<file path="src/rtl/ttb_pkg.sv">
// shared types and constants of the tile triangle binner
package ttb_pkg;

  localparam int unsigned CFG_IDX_W   = 2;
  localparam int unsigned EDGES       = 3;
  localparam int unsigned QUEUE_DEPTH = 2;
  localparam int unsigned DIV_STEPS   = 16;
  localparam int unsigned DIV_CNT_W   = $clog2(DIV_STEPS);

  localparam logic [3:0] CORNER_ALL_OUT = 4'hf;

  localparam logic KIND_HIT     = 1'b0;
  localparam logic KIND_SUMMARY = 1'b1;

  typedef enum logic [CFG_IDX_W-1:0] {
    CFG_TILE_SIZE_LOG2 = 2'd0,
    CFG_TILE_STRIDE    = 2'd1
  } cfg_reg_e;

  typedef struct packed {
    logic                  first;
    logic                  last;
    logic [3:0]            level;
    logic [31:0]           origin_x;
    logic [31:0]           origin_y;
    logic [EDGES-1:0][31:0] a;
    logic [EDGES-1:0][31:0] b;
    logic [EDGES-1:0][31:0] c;
  } ttb_item_t;

  typedef struct packed {
    logic full;
    logic empty;
  } ttb_qstat_t;

  typedef enum logic [1:0] {
    FE_IDLE,
    FE_DIV,
    FE_PUSH
  } fe_state_e;

  typedef enum logic [1:0] {
    BE_IDLE,
    BE_EVAL,
    BE_HIT,
    BE_SUM
  } be_state_e;

endpackage

</file>
<file path="src/rtl/ttb_front.sv">
// front end: config registers, item intake and tile index division
module ttb_front (
  input  logic                            clk_i,
  input  logic                            rst_ni,
  input  logic                            cfg_valid_i,
  output logic                            cfg_ready_o,
  input  logic [ttb_pkg::CFG_IDX_W-1:0]   cfg_index_i,
  input  logic [15:0]                     cfg_data_i,
  input  logic                            in_valid_i,
  output logic                            in_stall_o,
  input  logic                            first_i,
  input  logic                            last_i,
  input  logic [15:0]                     tile_index_i,
  input  logic [ttb_pkg::EDGES-1:0][31:0] edge_a_i,
  input  logic [ttb_pkg::EDGES-1:0][31:0] edge_b_i,
  input  logic [ttb_pkg::EDGES-1:0][31:0] edge_c_i,
  input  ttb_pkg::ttb_qstat_t             qstat_i,
  output logic                            push_o,
  output ttb_pkg::ttb_item_t              item_o
);
  import ttb_pkg::*;

  fe_state_e            state_q, state_d;
  logic [3:0]           size_log2_q;
  logic [15:0]          stride_q;
  ttb_item_t            hold_q;
  logic [16:0]          rem_q, rem_d;
  logic [15:0]          quo_q, quo_d;
  logic [DIV_CNT_W-1:0] cnt_q;
  logic [16:0]          rem_sh;
  logic                 ge;
  logic                 accept;
  logic                 start_div;

  assign cfg_ready_o = 1'b1;

  always_ff @(posedge clk_i or negedge rst_ni) begin
    if (!rst_ni) begin
      size_log2_q <= 4'd0;
      stride_q    <= 16'd1;
    end else if (cfg_valid_i) begin
      if (cfg_index_i == CFG_TILE_SIZE_LOG2) begin
        size_log2_q <= cfg_data_i[3:0];
      end else if (cfg_index_i == CFG_TILE_STRIDE) begin
        stride_q <= cfg_data_i;
      end
    end
  end

  // outputs
  always_comb begin
    in_stall_o = 1'b1;
    push_o     = 1'b0;
    unique case (state_q)
      FE_IDLE: begin
        in_stall_o = 1'b0;
      end
      FE_PUSH: begin
        in_stall_o = qstat_i.full;
        push_o     = !qstat_i.full;
      end
      default: begin
        in_stall_o = 1'b1;
      end
    endcase
  end

  assign accept    = in_valid_i && !in_stall_o;
  assign start_div = first_i && (stride_q != 16'd0);

  // next state
  always_comb begin
    state_d = state_q;
    unique case (state_q)
      FE_IDLE: begin
        if (in_valid_i) begin
          state_d = start_div ? FE_DIV : FE_PUSH;
        end
      end
      FE_DIV: begin
        if (cnt_q == DIV_CNT_W'(DIV_STEPS - 1)) begin
          state_d = FE_PUSH;
        end
      end
      FE_PUSH: begin
        if (!qstat_i.full) begin
          if (in_valid_i) begin
            state_d = start_div ? FE_DIV : FE_PUSH;
          end else begin
            state_d = FE_IDLE;
          end
        end
      end
      default: begin
        state_d = FE_IDLE;
      end
    endcase
  end

  always_ff @(posedge clk_i or negedge rst_ni) begin
    if (!rst_ni) begin
      state_q <= FE_IDLE;
      cnt_q   <= '0;
    end else begin
      state_q <= state_d;
      if (accept) begin
        cnt_q <= '0;
      end else if (state_q == FE_DIV) begin
        cnt_q <= cnt_q + 1'b1;
      end
    end
  end

  // restoring divider, one quotient bit per cycle
  always_comb begin
    rem_sh = {rem_q[15:0], quo_q[15]};
    ge     = rem_sh >= {1'b0, stride_q};
    rem_d  = ge ? (rem_sh - {1'b0, stride_q}) : rem_sh;
    quo_d  = {quo_q[14:0], ge};
  end

  always_ff @(posedge clk_i) begin
    if (accept) begin
      hold_q.first    <= first_i;
      hold_q.last     <= last_i;
      hold_q.level    <= size_log2_q;
      hold_q.origin_x <= '0;
      hold_q.origin_y <= '0;
      hold_q.a        <= edge_a_i;
      hold_q.b        <= edge_b_i;
      hold_q.c        <= edge_c_i;
      if (start_div) begin
        rem_q <= '0;
        quo_q <= tile_index_i;
      end else begin
        rem_q <= {1'b0, tile_index_i};
        quo_q <= '0;
      end
    end else if (state_q == FE_DIV) begin
      rem_q <= rem_d;
      quo_q <= quo_d;
    end
  end

  always_comb begin
    item_o          = hold_q;
    item_o.origin_x = 32'(rem_q[15:0]) << hold_q.level;
    item_o.origin_y = 32'(quo_q) << hold_q.level;
  end

endmodule

</file>
<file path="src/rtl/ttb_queue.sv">
// two-entry item queue between front and back end
module ttb_queue (
  input  logic                clk_i,
  input  logic                rst_ni,
  input  logic                push_i,
  input  ttb_pkg::ttb_item_t  item_i,
  input  logic                pop_i,
  output ttb_pkg::ttb_item_t  head_o,
  output ttb_pkg::ttb_qstat_t qstat_o
);
  import ttb_pkg::*;

  localparam int unsigned PTR_W = $clog2(QUEUE_DEPTH);

  ttb_item_t        mem_q [QUEUE_DEPTH];
  logic [PTR_W-1:0] wr_ptr_q;
  logic [PTR_W-1:0] rd_ptr_q;
  logic [PTR_W:0]   count_q;
  logic             do_push;
  logic             do_pop;

  assign qstat_o.full  = count_q == (PTR_W + 1)'(QUEUE_DEPTH);
  assign qstat_o.empty = count_q == '0;
  assign do_push       = push_i && !qstat_o.full;
  assign do_pop        = pop_i && !qstat_o.empty;
  assign head_o        = mem_q[rd_ptr_q];

  always_ff @(posedge clk_i or negedge rst_ni) begin
    if (!rst_ni) begin
      wr_ptr_q <= '0;
      rd_ptr_q <= '0;
      count_q  <= '0;
    end else begin
      if (do_push) begin
        wr_ptr_q <= wr_ptr_q + 1'b1;
      end
      if (do_pop) begin
        rd_ptr_q <= rd_ptr_q + 1'b1;
      end
      if (do_push && !do_pop) begin
        count_q <= count_q + 1'b1;
      end else if (do_pop && !do_push) begin
        count_q <= count_q - 1'b1;
      end
    end
  end

  always_ff @(posedge clk_i) begin
    if (do_push) begin
      mem_q[wr_ptr_q] <= item_i;
    end
  end

endmodule

</file>
<file path="src/rtl/ttb_back.sv">
// back end: edge tests at the tile corners, counters and result register
module ttb_back #(
  parameter int unsigned COUNT_BITS = 16
) (
  input  logic                clk_i,
  input  logic                rst_ni,
  input  ttb_pkg::ttb_item_t  head_i,
  input  ttb_pkg::ttb_qstat_t qstat_i,
  output logic                pop_o,
  output logic                out_valid_o,
  input  logic                out_stall_i,
  output logic                kind_o,
  output logic [15:0]         prim_id_o,
  output logic [15:0]         tile_x_o,
  output logic [15:0]         tile_y_o,
  output logic [15:0]         hit_count_o,
  output logic [3:0]          level_o,
  output logic                end_of_run_o
);
  import ttb_pkg::*;

  be_state_e             state_q, state_d;
  logic [31:0]           org_x_q, org_y_q;
  logic [3:0]            level_q;
  logic [COUNT_BITS-1:0] prim_q, hit_q;
  logic [1:0]            step_q;
  logic [31:0]           pa_q, pb_q, pc_q, as_q, bs_q;
  logic                  reject_q;
  logic                  out_valid_q;
  logic [31:0]           ea, eb, ec;
  logic [31:0]           base, v1, v2, v3;
  logic                  edge_out;
  logic                  reject_now;
  logic                  out_free;
  logic                  latch, prim_inc, hit_inc, load_hit, load_sum;
  logic [31:0]           prim_ext, hit_ext;

  assign out_free = !out_valid_q || !out_stall_i;

  // edge picked for the multiply step
  always_comb begin
    unique case (step_q)
      2'd1: begin
        ea = head_i.a[1];
        eb = head_i.b[1];
        ec = head_i.c[1];
      end
      2'd2: begin
        ea = head_i.a[2];
        eb = head_i.b[2];
        ec = head_i.c[2];
      end
      default: begin
        ea = head_i.a[0];
        eb = head_i.b[0];
        ec = head_i.c[0];
      end
    endcase
  end

  // corner values of the previous edge
  always_comb begin
    base     = pa_q + pb_q + pc_q;
    v1       = base + as_q;
    v2       = base + bs_q;
    v3       = v1 + bs_q;
    edge_out = {v3[31], v2[31], v1[31], base[31]} == CORNER_ALL_OUT;
    reject_now = reject_q || ((step_q != 2'd0) && edge_out);
  end

  // outputs
  always_comb begin
    latch    = 1'b0;
    prim_inc = 1'b0;
    hit_inc  = 1'b0;
    load_hit = 1'b0;
    load_sum = 1'b0;
    pop_o    = 1'b0;
    unique case (state_q)
      BE_IDLE: begin
        latch = !qstat_i.empty;
      end
      BE_EVAL: begin
        if (step_q == 2'd3 && reject_now) begin
          prim_inc = 1'b1;
          pop_o    = !head_i.last;
        end
      end
      BE_HIT: begin
        if (out_free) begin
          load_hit = 1'b1;
          prim_inc = 1'b1;
          hit_inc  = 1'b1;
          pop_o    = !head_i.last;
        end
      end
      BE_SUM: begin
        if (out_free) begin
          load_sum = 1'b1;
          pop_o    = 1'b1;
        end
      end
      default: begin
        latch = 1'b0;
      end
    endcase
  end

  // next state
  always_comb begin
    state_d = state_q;
    unique case (state_q)
      BE_IDLE: begin
        if (!qstat_i.empty) begin
          state_d = BE_EVAL;
        end
      end
      BE_EVAL: begin
        if (step_q == 2'd3) begin
          if (!reject_now) begin
            state_d = BE_HIT;
          end else if (head_i.last) begin
            state_d = BE_SUM;
          end else begin
            state_d = BE_IDLE;
          end
        end
      end
      BE_HIT: begin
        if (out_free) begin
          state_d = head_i.last ? BE_SUM : BE_IDLE;
        end
      end
      BE_SUM: begin
        if (out_free) begin
          state_d = BE_IDLE;
        end
      end
      default: begin
        state_d = BE_IDLE;
      end
    endcase
  end

  always_ff @(posedge clk_i or negedge rst_ni) begin
    if (!rst_ni) begin
      state_q     <= BE_IDLE;
      org_x_q     <= '0;
      org_y_q     <= '0;
      level_q     <= '0;
      prim_q      <= '0;
      hit_q       <= '0;
      step_q      <= '0;
      reject_q    <= 1'b0;
      out_valid_q <= 1'b0;
    end else begin
      state_q <= state_d;
      if (latch) begin
        step_q   <= '0;
        reject_q <= 1'b0;
      end else if (state_q == BE_EVAL) begin
        step_q   <= step_q + 1'b1;
        reject_q <= reject_now;
      end
      if (latch && head_i.first) begin
        org_x_q <= head_i.origin_x;
        org_y_q <= head_i.origin_y;
        level_q <= head_i.level;
      end
      if ((latch && head_i.first) || load_sum) begin
        prim_q <= '0;
        hit_q  <= '0;
      end else begin
        if (prim_inc) begin
          prim_q <= prim_q + 1'b1;
        end
        if (hit_inc && (hit_q != '1)) begin
          hit_q <= hit_q + 1'b1;
        end
      end
      if (load_hit || load_sum) begin
        out_valid_q <= 1'b1;
      end else if (!out_stall_i) begin
        out_valid_q <= 1'b0;
      end
    end
  end

  // shared multiplier pair, one edge per cycle
  always_ff @(posedge clk_i) begin
    if (state_q == BE_EVAL && step_q != 2'd3) begin
      pa_q <= ea * org_x_q;
      pb_q <= eb * org_y_q;
      pc_q <= ec;
      as_q <= ea << level_q;
      bs_q <= eb << level_q;
    end
  end

  assign prim_ext = 32'(prim_q);
  assign hit_ext  = 32'(hit_q);

  always_ff @(posedge clk_i) begin
    if (load_hit) begin
      kind_o       <= KIND_HIT;
      prim_id_o    <= prim_ext[15:0];
      tile_x_o     <= '0;
      tile_y_o     <= '0;
      hit_count_o  <= '0;
      level_o      <= '0;
      end_of_run_o <= 1'b0;
    end else if (load_sum) begin
      kind_o       <= KIND_SUMMARY;
      prim_id_o    <= '0;
      tile_x_o     <= org_x_q[15:0];
      tile_y_o     <= org_y_q[15:0];
      hit_count_o  <= (hit_ext > 32'h0000_ffff) ? 16'hffff : hit_ext[15:0];
      level_o      <= level_q;
      end_of_run_o <= 1'b1;
    end
  end

  assign out_valid_o = out_valid_q;

endmodule

</file>
<file path="src/rtl/tile_triangle_binner.sv">
// top level of the tile triangle binner
// flow: the back end latches the queue head, runs its edge loop and then loads the
//   result register for a hit; with tile_stride not 0 an item marked first also passes the divider
// the back end takes a new item only once the last one is done, and a summary follows the
//   last item of a run; an item marked first holds the input while the divider runs
// reset: tile_size_log2 0, tile_stride 1, origin, level and counters 0, queue empty
module tile_triangle_binner #(
  parameter int unsigned COUNT_BITS = 16
) (
  input  logic                                clk_i,
  input  logic                                rst_ni,
  input  logic                                cfg_valid_i,
  output logic                                cfg_ready_o,
  input  logic [ttb_pkg::CFG_IDX_W-1:0]       cfg_index_i,
  input  logic [15:0]                         cfg_data_i,
  input  logic                                in_valid_i,
  output logic                                in_stall_o,
  input  logic                                first_i,
  input  logic                                last_i,
  input  logic [15:0]                         tile_index_i,
  input  logic signed [31:0]                  edge0_a_i,
  input  logic signed [31:0]                  edge0_b_i,
  input  logic signed [31:0]                  edge0_c_i,
  input  logic signed [31:0]                  edge1_a_i,
  input  logic signed [31:0]                  edge1_b_i,
  input  logic signed [31:0]                  edge1_c_i,
  input  logic signed [31:0]                  edge2_a_i,
  input  logic signed [31:0]                  edge2_b_i,
  input  logic signed [31:0]                  edge2_c_i,
  output logic                                out_valid_o,
  input  logic                                out_stall_i,
  output logic                                kind_o,
  output logic [15:0]                         prim_id_o,
  output logic [15:0]                         tile_x_o,
  output logic [15:0]                         tile_y_o,
  output logic [15:0]                         hit_count_o,
  output logic [3:0]                          level_o,
  output logic                                end_of_run_o
);
  import ttb_pkg::*;

  logic [EDGES-1:0][31:0] edge_a, edge_b, edge_c;
  ttb_item_t              push_item;
  ttb_item_t              head;
  ttb_qstat_t             qstat;
  logic                   push;
  logic                   pop;

  assign edge_a = {edge2_a_i, edge1_a_i, edge0_a_i};
  assign edge_b = {edge2_b_i, edge1_b_i, edge0_b_i};
  assign edge_c = {edge2_c_i, edge1_c_i, edge0_c_i};

  ttb_front u_front (
    .clk_i        (clk_i),
    .rst_ni       (rst_ni),
    .cfg_valid_i  (cfg_valid_i),
    .cfg_ready_o  (cfg_ready_o),
    .cfg_index_i  (cfg_index_i),
    .cfg_data_i   (cfg_data_i),
    .in_valid_i   (in_valid_i),
    .in_stall_o   (in_stall_o),
    .first_i      (first_i),
    .last_i       (last_i),
    .tile_index_i (tile_index_i),
    .edge_a_i     (edge_a),
    .edge_b_i     (edge_b),
    .edge_c_i     (edge_c),
    .qstat_i      (qstat),
    .push_o       (push),
    .item_o       (push_item)
  );

  ttb_queue u_queue (
    .clk_i   (clk_i),
    .rst_ni  (rst_ni),
    .push_i  (push),
    .item_i  (push_item),
    .pop_i   (pop),
    .head_o  (head),
    .qstat_o (qstat)
  );

  ttb_back #(
    .COUNT_BITS (COUNT_BITS)
  ) u_back (
    .clk_i        (clk_i),
    .rst_ni       (rst_ni),
    .head_i       (head),
    .qstat_i      (qstat),
    .pop_o        (pop),
    .out_valid_o  (out_valid_o),
    .out_stall_i  (out_stall_i),
    .kind_o       (kind_o),
    .prim_id_o    (prim_id_o),
    .tile_x_o     (tile_x_o),
    .tile_y_o     (tile_y_o),
    .hit_count_o  (hit_count_o),
    .level_o      (level_o),
    .end_of_run_o (end_of_run_o)
  );

endmodule

</file>
<file path="config.mk">
export PLATFORM = sky130hd
export DESIGN_NAME = tile_triangle_binner
export DESIGN_NICKNAME = d
export VERILOG_FILES = /design/src/rtl/ttb_pkg.sv /design/src/rtl/ttb_front.sv /design/src/rtl/ttb_queue.sv /design/src/rtl/ttb_back.sv /design/src/rtl/tile_triangle_binner.sv
export SDC_FILE = /design/constraint.sdc
export NUM_CORES = 2
export LEC_CHECK = 0
export BUFFER_PORTS_ARGS = -buffer_cell sky130_fd_sc_hd__buf_2
export CAP_MARGIN = 20
export CORE_MARGIN = 2
export CORE_UTILIZATION = 36
export DETAILED_ROUTE_END_ITERATION = 8
export GPL_ROUTABILITY_DRIVEN = 0
export GPL_TIMING_DRIVEN = 0
export PLACE_DENSITY_LB_ADDON = 0.25
export SYNTH_ARGS = -nofsm -noshare
export SYNTH_HDL_FRONTEND = slang
export SYNTH_SLANG_ARGS = --single-unit
</file>
<file path="constraint.sdc">
create_clock -name clk_i -period 15.9 [get_ports clk_i]
set_input_delay 3.18 -clock clk_i [delete_from_list [all_inputs] [get_ports clk_i]]
set_output_delay 3.18 -clock clk_i [all_outputs]
set_load 0.01 [all_outputs]
</file>
Word-level counts from Yosys, hierarchy flattened

Memories as Yosys holds them, arrays and structs flattened.
Cells that the tools add are included.

Shift operators: 4
Bitwise operators: 1
Reductions and logical operators: 39
Add/sub/neg operators: 14
Multiplexer cells: 53
Magnitude comparators: 2
Multipliers: 2
Eq/ne operators: 22

Operators with widths:

| operator              | count |
|---|---|
| $mux 16               | 14 |
| $pmux 32 s2           | 3 |
| $add 32x32->32        | 5 |
| $mul 32x32->32        | 2 |
| $shl 16x4->32         | 2 |
| $shl 32x4->32         | 2 |
| $add 16x1->16 const B | 2 |
| $mux 2                | 15 |
| $ge 17x16->1          | 1 |
| $gt 16x16->1 const B  | 1 |
| $ne 16x16->1 const B  | 1 |
| $reduce_bool 16->1    | 1 |
| $sub 16x16->16        | 1 |
| $mux 1                | 14 |
| $reduce_bool 2->1     | 7 |
| $eq 2x2->1 const B    | 6 |
| $logic_and 1x1->1     | 11 |
| $ne 2x1->1 const B    | 5 |
| $eq 2x1->1 const B    | 4 |
| $eq 4x4->1 const B    | 2 |
| $logic_not 1->1       | 8 |
| $logic_not 2->1       | 4 |
| $mux 4                | 2 |
| $ne 2x2->1 const B    | 4 |
| other kinds (13)      | 20 |

Word-level logic and storage cells: 179
Bits in registers: 691
Memory bits (writable): 716
Memories: 1
Output and inout bits: 73
Input bits: 329

Memory list:

| memory        | depth | bits a word | rd ports | clocked after Yosys merged registers in | write ports | line            | RTL |
|---|---|---|---|---|---|---|---|
| u_queue.mem_q | 2     | 358         | 1        | 0                                       | 1           | ttb_queue.sv:15 | `ttb_item_t mem_q [QUEUE_DEPTH];` |

Logic depth before layout (Yosys ltp)

Depth after elaboration: 14
Mapped depth: 43

Modules after synthesis

A second synthesis with hierarchy kept.

Cells, all modules: 7802
Area, all modules: 93428.4 µm²

By module, submodules not included:

| module    | instances | area an instance (µm²) | cells an instance | seq. area each (µm²) |
|---|---|---|---|---|
| ttb_back  | 1         | 52277.6                | 5779              | 8998.6 |
| ttb_queue | 1         | 27328.7                | 1133              | 21600.7 |
| ttb_front | 1         | 13822.0                | 890               | 10441.3 |

Worst setup path before layout

Ideal clock, no wire load.

Path kind: reg-to-reg
From: reg u_queue.count_q[1]
To: mem u_queue.mem_q[0][0] in the netlist's numbering (enable)
Path buffers: 0
Data required time: 14.776 ns
Slack: -1.726 ns
Arrival time: 16.502 ns
Cell stages (with the launch flop): 4
Setup time: 1.124 ns
Cell sequence: dfrtp_1 -> nor2b_1 -> nor3b_1 -> nor2b_1

Word-level cells in the longest chain between the ends: 6

Ends and longest elaborated chain:

| item                             | line                             | RTL |
|---|---|---|
| start, declared                  | ttb_queue.sv:18                  | `logic [PTR_W:0] count_q;` |
| start signal, assigned           | ttb_queue.sv:41                  | `count_q <= count_q + 1'b1;` |
| start signal, assigned           | ttb_queue.sv:43                  | `count_q <= count_q - 1'b1;` |
| $eq 2x2->1 (*)                   | ttb_queue.sv:22                  | `assign qstat_o.full = count_q == (PTR_W + 1)'(QUEUE_DEPTH);` |
| $logic_not 1->1 (*)              | ttb_front.sv:60, ttb_queue.sv:24 |  |
| $mux 1                           | ttb_front.sv:54                  | `unique case (state_q)` |
| $logic_and 1x1->1 (*)            | ttb_queue.sv:24                  | `assign do_push = push_i && !qstat_o.full;` |
| via u_queue.do_push              | ttb_queue.sv:19                  | `logic do_push;` |
| $mux 1 (*)                       | ttb_queue.sv:49                  | `if (do_push) begin` |
| $mux 1 (implied by the code) (*) | ttb_queue.sv:50                  | `mem_q[wr_ptr_q] <= item_i;` |
| end, declared                    | ttb_queue.sv:15                  |  |

Mark *: on every way through the listed nets, which the timed path passes. The rest lies on a longest branch.

Worst setup path in the final report

From: reg u_back.step_q[0]
To: reg u_back.pa_q[31], data pin

Word-level cells in the longest chain between the ends: 3

Ends and longest elaborated chain:

| item                                     | line            | RTL |
|---|---|---|
| start, declared                          | ttb_back.sv:26  | `logic [1:0] step_q;` |
| start signal, assigned                   | ttb_back.sv:162 | `step_q <= step_q + 1'b1;` |
| $eq 2x2->1 or $eq 2x1->1 (tied branches) | ttb_back.sv:42  | `unique case (step_q)` |
| $pmux 32 s2 (*)                          | ttb_back.sv:42  |  |
| $mul 32x32->32 (*)                       | ttb_back.sv:192 | `pa_q <= ea * org_x_q;` |
| end signal, assigned                     | ttb_back.sv:192 |  |
| end, declared                            | ttb_back.sv:27  | `logic [31:0] pa_q, pb_q, pc_q, as_q, bs_q;` |

Mark *: on every way between the ends. The rest lies on a longest branch, timed or not.
A chain may end at the register's enable or synchronous reset.

==> impl_metrics.tcl <==
set metrics [dict create \
    num_rows 184 \
    cts.clk_slew.worst_paths_ns 0.06 \
    syn_inst 7726 \
    fmax_ghz 0.0799 \
    drive_gt1_frac 0.114 \
    syn_area_per_cell_sq_um 11.7 \
    cts_hold_buf 0 \
    slew_viol_final 0 \
    slowest_delay_ns 0.97 \
    routed_wl_microns 283000 \
    crit_path_frequent_cell "fa_1" \
    fp.dieH_microns 506 \
    antenna_found_initial 24 \
    critPathSlowestCell "o31ai_1" \
    drtPass1Iterations 6 \
    cts_buffers 151 \
    dp_slack_ns 3.58 \
    routed_via_density 5.20 \
    fin_crit_ns 12.52 \
    cts-resized-gates 0 \
    hold_viol 0 \
    seq_area_sq_um 40900 \
    cts.sinks 1401 \
    maxCapViolCount 0 \
    io_pins 402 \
    seq_area_frac_synth 0.451 \
    cts.path.max_buffers 3 \
    synth_edf_count 1214 \
    cts_setup_buffers 0 \
    fin_nets 9926 \
    dieWidth_microns 506 \
    path_max_fanout 10 \
    numPortBuffers 400 \
    drc 0 \
    criticalPathCategory "flop to flop" \
    synth.distinct_cells 90 \
    synth_ff_type "edfxtp_1" \
    syn_nets 9305 \
    status "complete, no violations" \
    drtAntennaViolNets 0 \
    worstPathRequired_ns 16.49 \
    initial_core_util 0.361 \
    grt_pass1_wl_microns 417000 \
    period_share 0.787 \
    grt_setup_unrepaired "false" \
    dp_hpwl_microns 223000 \
    ys.warnings.count 0 \
    cts_tree "done" \
    first_iter_violations 5593 \
    htreeDepth 4 \
    root_buffer "clkbuf_16" \
    clk_latency_ns 0.84 \
    slew_headroom 0.157 \
    grt_pass1_vias 62985 \
    synthToLayoutAreaGrowth_pct 14.1 \
    multi_input_area_sq_um 44400 \
    ys_async_sr_fraction 0.0956 \
    dr_total_vias 61493 \
    netlist_area_sq_um 90500 \
    worstMarginPinSlew_ns 1.26 \
    fin_tns_setup_ns 0 \
    setup_slack_ns 3.38 \
    cp.arrival_ns 13.10 \
    skew_ns 0.0846 \
    track_usage 0.220 \
    grt-ovfl-total 0 \
    critPathLaunchType "flop" \
    fillerInstances 23762 \
    cp-end-kind "flop" \
    grt_max_degree 87 \
    ys_ff_latch 1401 \
    post_drt_wl_per_cell_microns 23.9 \
    setup_viol 0 \
    core_sq_um 251000 \
    min_path_type "flop to flop" \
    die-area_sq_um 256000 \
]
## worst paths after layout
kind	start	to	slack (ns)	depth (start not counted)
setup / recovery	u_back.step_q[0]$_DFFE_PN0P_	u_back.pa_q[31]$_DFFE_PP_	3.38	35
hold reg to reg	u_front.item_o[70]$_DFFE_PP_	u_queue.mem_q[0][70]$_DFFE_PP_	0.42	0
min in group asynchronous	rst_ni	u_back.out_valid_o$_DFFE_PN0P_	2.28	1
max in group asynchronous	rst_ni	u_back.org_x_q[23]$_DFFE_PN0P_	12.69	2
setup reg to reg	u_back.step_q[0]$_DFFE_PN0P_	u_back.pa_q[31]$_DFFE_PP_	3.38	35
hold / removal	u_front.item_o[70]$_DFFE_PP_	u_queue.mem_q[0][70]$_DFFE_PP_	0.42	0
## cells in the mapped netlist, drive strengths merged (7+ instances only)
| cell | number | share of area |
|---|---|---|
| xnor2 | 201 | 0.019 |
| fa | 850 | 0.19 |
| a21o | 58 | 0.0048 |
| clkbuf | 300 | 0.012 |
| nor2 | 368 | 0.015 |
| o31ai | 41 | 0.0035 |
| a22o | 29 | 0.0028 |
| and3 | 32 | 0.0022 |
| o21ai | 162 | 0.0090 |
| o211ai | 40 | 0.0034 |
| mux4 | 25 | 0.0062 |
| or3 | 16 | 0.0011 |
| dfrtp | 133 | 0.037 |
| dfxtp | 53 | 0.012 |
| a21oi | 367 | 0.020 |
| mux2 | 112 | 0.014 |
| o21bai | 20 | 0.0017 |
| o31a | 7 | 0.00068 |
| nand4 | 33 | 0.0023 |
| o22ai | 32 | 0.0023 |
| a221oi | 101 | 0.0098 |
| a221o | 33 | 0.0036 |
| buf | 105 | 0.0054 |
| edfxtp | 1214 | 0.40 |
| a211o | 9 | 0.00088 |
| or2 | 8 | 0.00055 |
| nand3 | 32 | 0.0018 |
| nand2b | 20 | 0.0014 |
| xor2 | 63 | 0.0061 |
| mux2i | 232 | 0.026 |
| nor3 | 37 | 0.0020 |
| nor2b | 31 | 0.0021 |
| and2 | 402 | 0.028 |
| ha | 400 | 0.055 |
| o32ai | 20 | 0.0021 |
| a31oi | 11 | 0.00076 |
| nand2 | 975 | 0.040 |
| o21a | 21 | 0.0017 |
| nor4 | 10 | 0.00093 |
| a211oi | 21 | 0.0020 |
| inv | 1041 | 0.043 |
## per-stage QoR
stage	hold WS (ns)	instances	area [sq um]	utilization
2_1_floorplan	0.421	7726	90600	-
3_3_place_gp	0.424	11474	96700	0.386
3_5_place_dp	0.429	11540	98100	0.391
4_1_cts	0.412	11819	103000	0.412
5_1_grt	0.428	11823	103000	0.412
6_report	0.423	11835	103000	0.412
## registers in the layout, summed over array words and instances (netlist names), 31 cells and up
register and count:
u_back.pb_q 32, u_back.as_q 32, u_back.org_x_q 31, u_back.bs_q 32, u_front.item_o 294, u_back.org_y_q 31, u_back.pa_q 32, u_queue.mem_q 712
u_back.pc_q 32
## critical path: cells and delay by family, from the launching register on
kind	cells	cell delay (ns)
compound gates	9	2.75
fa+ha+maj	10	4.39
flops	1	0.52
xor+xnor	1	0.35
simple gates	4	0.76
buf+inv	11	3.43
## placed cells by master (no fill, tap or decap), types with 152 or more instances in the layout
master	instances
ha_1	400
nor2_1	367
o21ai_0	156
clkbuf_16	152
buf_2	458
nand2_1	975
mux2i_1	232
and2_1	401
inv_1	1040
xnor2_1	201
fa_1	850
a21oi_1	366
clkbuf_1	331
edfxtp_1	1214
## cell type report
type / instances / share of cell area
well taps: 3348 / 0.0406
clock inverters: 90 / 0.0107
diodes: 14 / 0.000339
clock buffers: 189 / 0.0387
plain buffers: 405 / 0.0157
inverters: 1043 / 0.0379
repair buffers: 468 / 0.0303
flip-flops and latches: 1401 / 0.396
multi-input cells: 4877 / 0.430
## routing by layer
metal / part of all wire / global-route usage / vias up / wire, microns
met5: 0.00030 / 0 / - / 86
met4: 0.041 / 0.0823 / 14 / 11700
met3: 0.075 / 0.0443 / 546 / 21300
met2: 0.45 / 0.340 / 2466 / 127000
met1: 0.44 / 0.305 / 31309 / 123000
li1: - / - / 27158 / -
## logic make-up after synthesis
family | after synthesis | synth area share
AO/OA/AOI/OAI | 1017 | 0.0739
XOR/XNOR | 264 | 0.0255
adder cells (fa/ha/maj) | 1250 | 0.243
buffers and inverters | 1448 | 0.0611
flip-flops | 1401 | 0.451
multiplexers | 369 | 0.0458
other | 1 | 0.0000414
AND/OR/NAND/NOR | 1976 | 0.0990
Power is left out: the tool's default activity adds up to more than one toggle a clock period on the data nets, which glitch-free logic cannot reach.
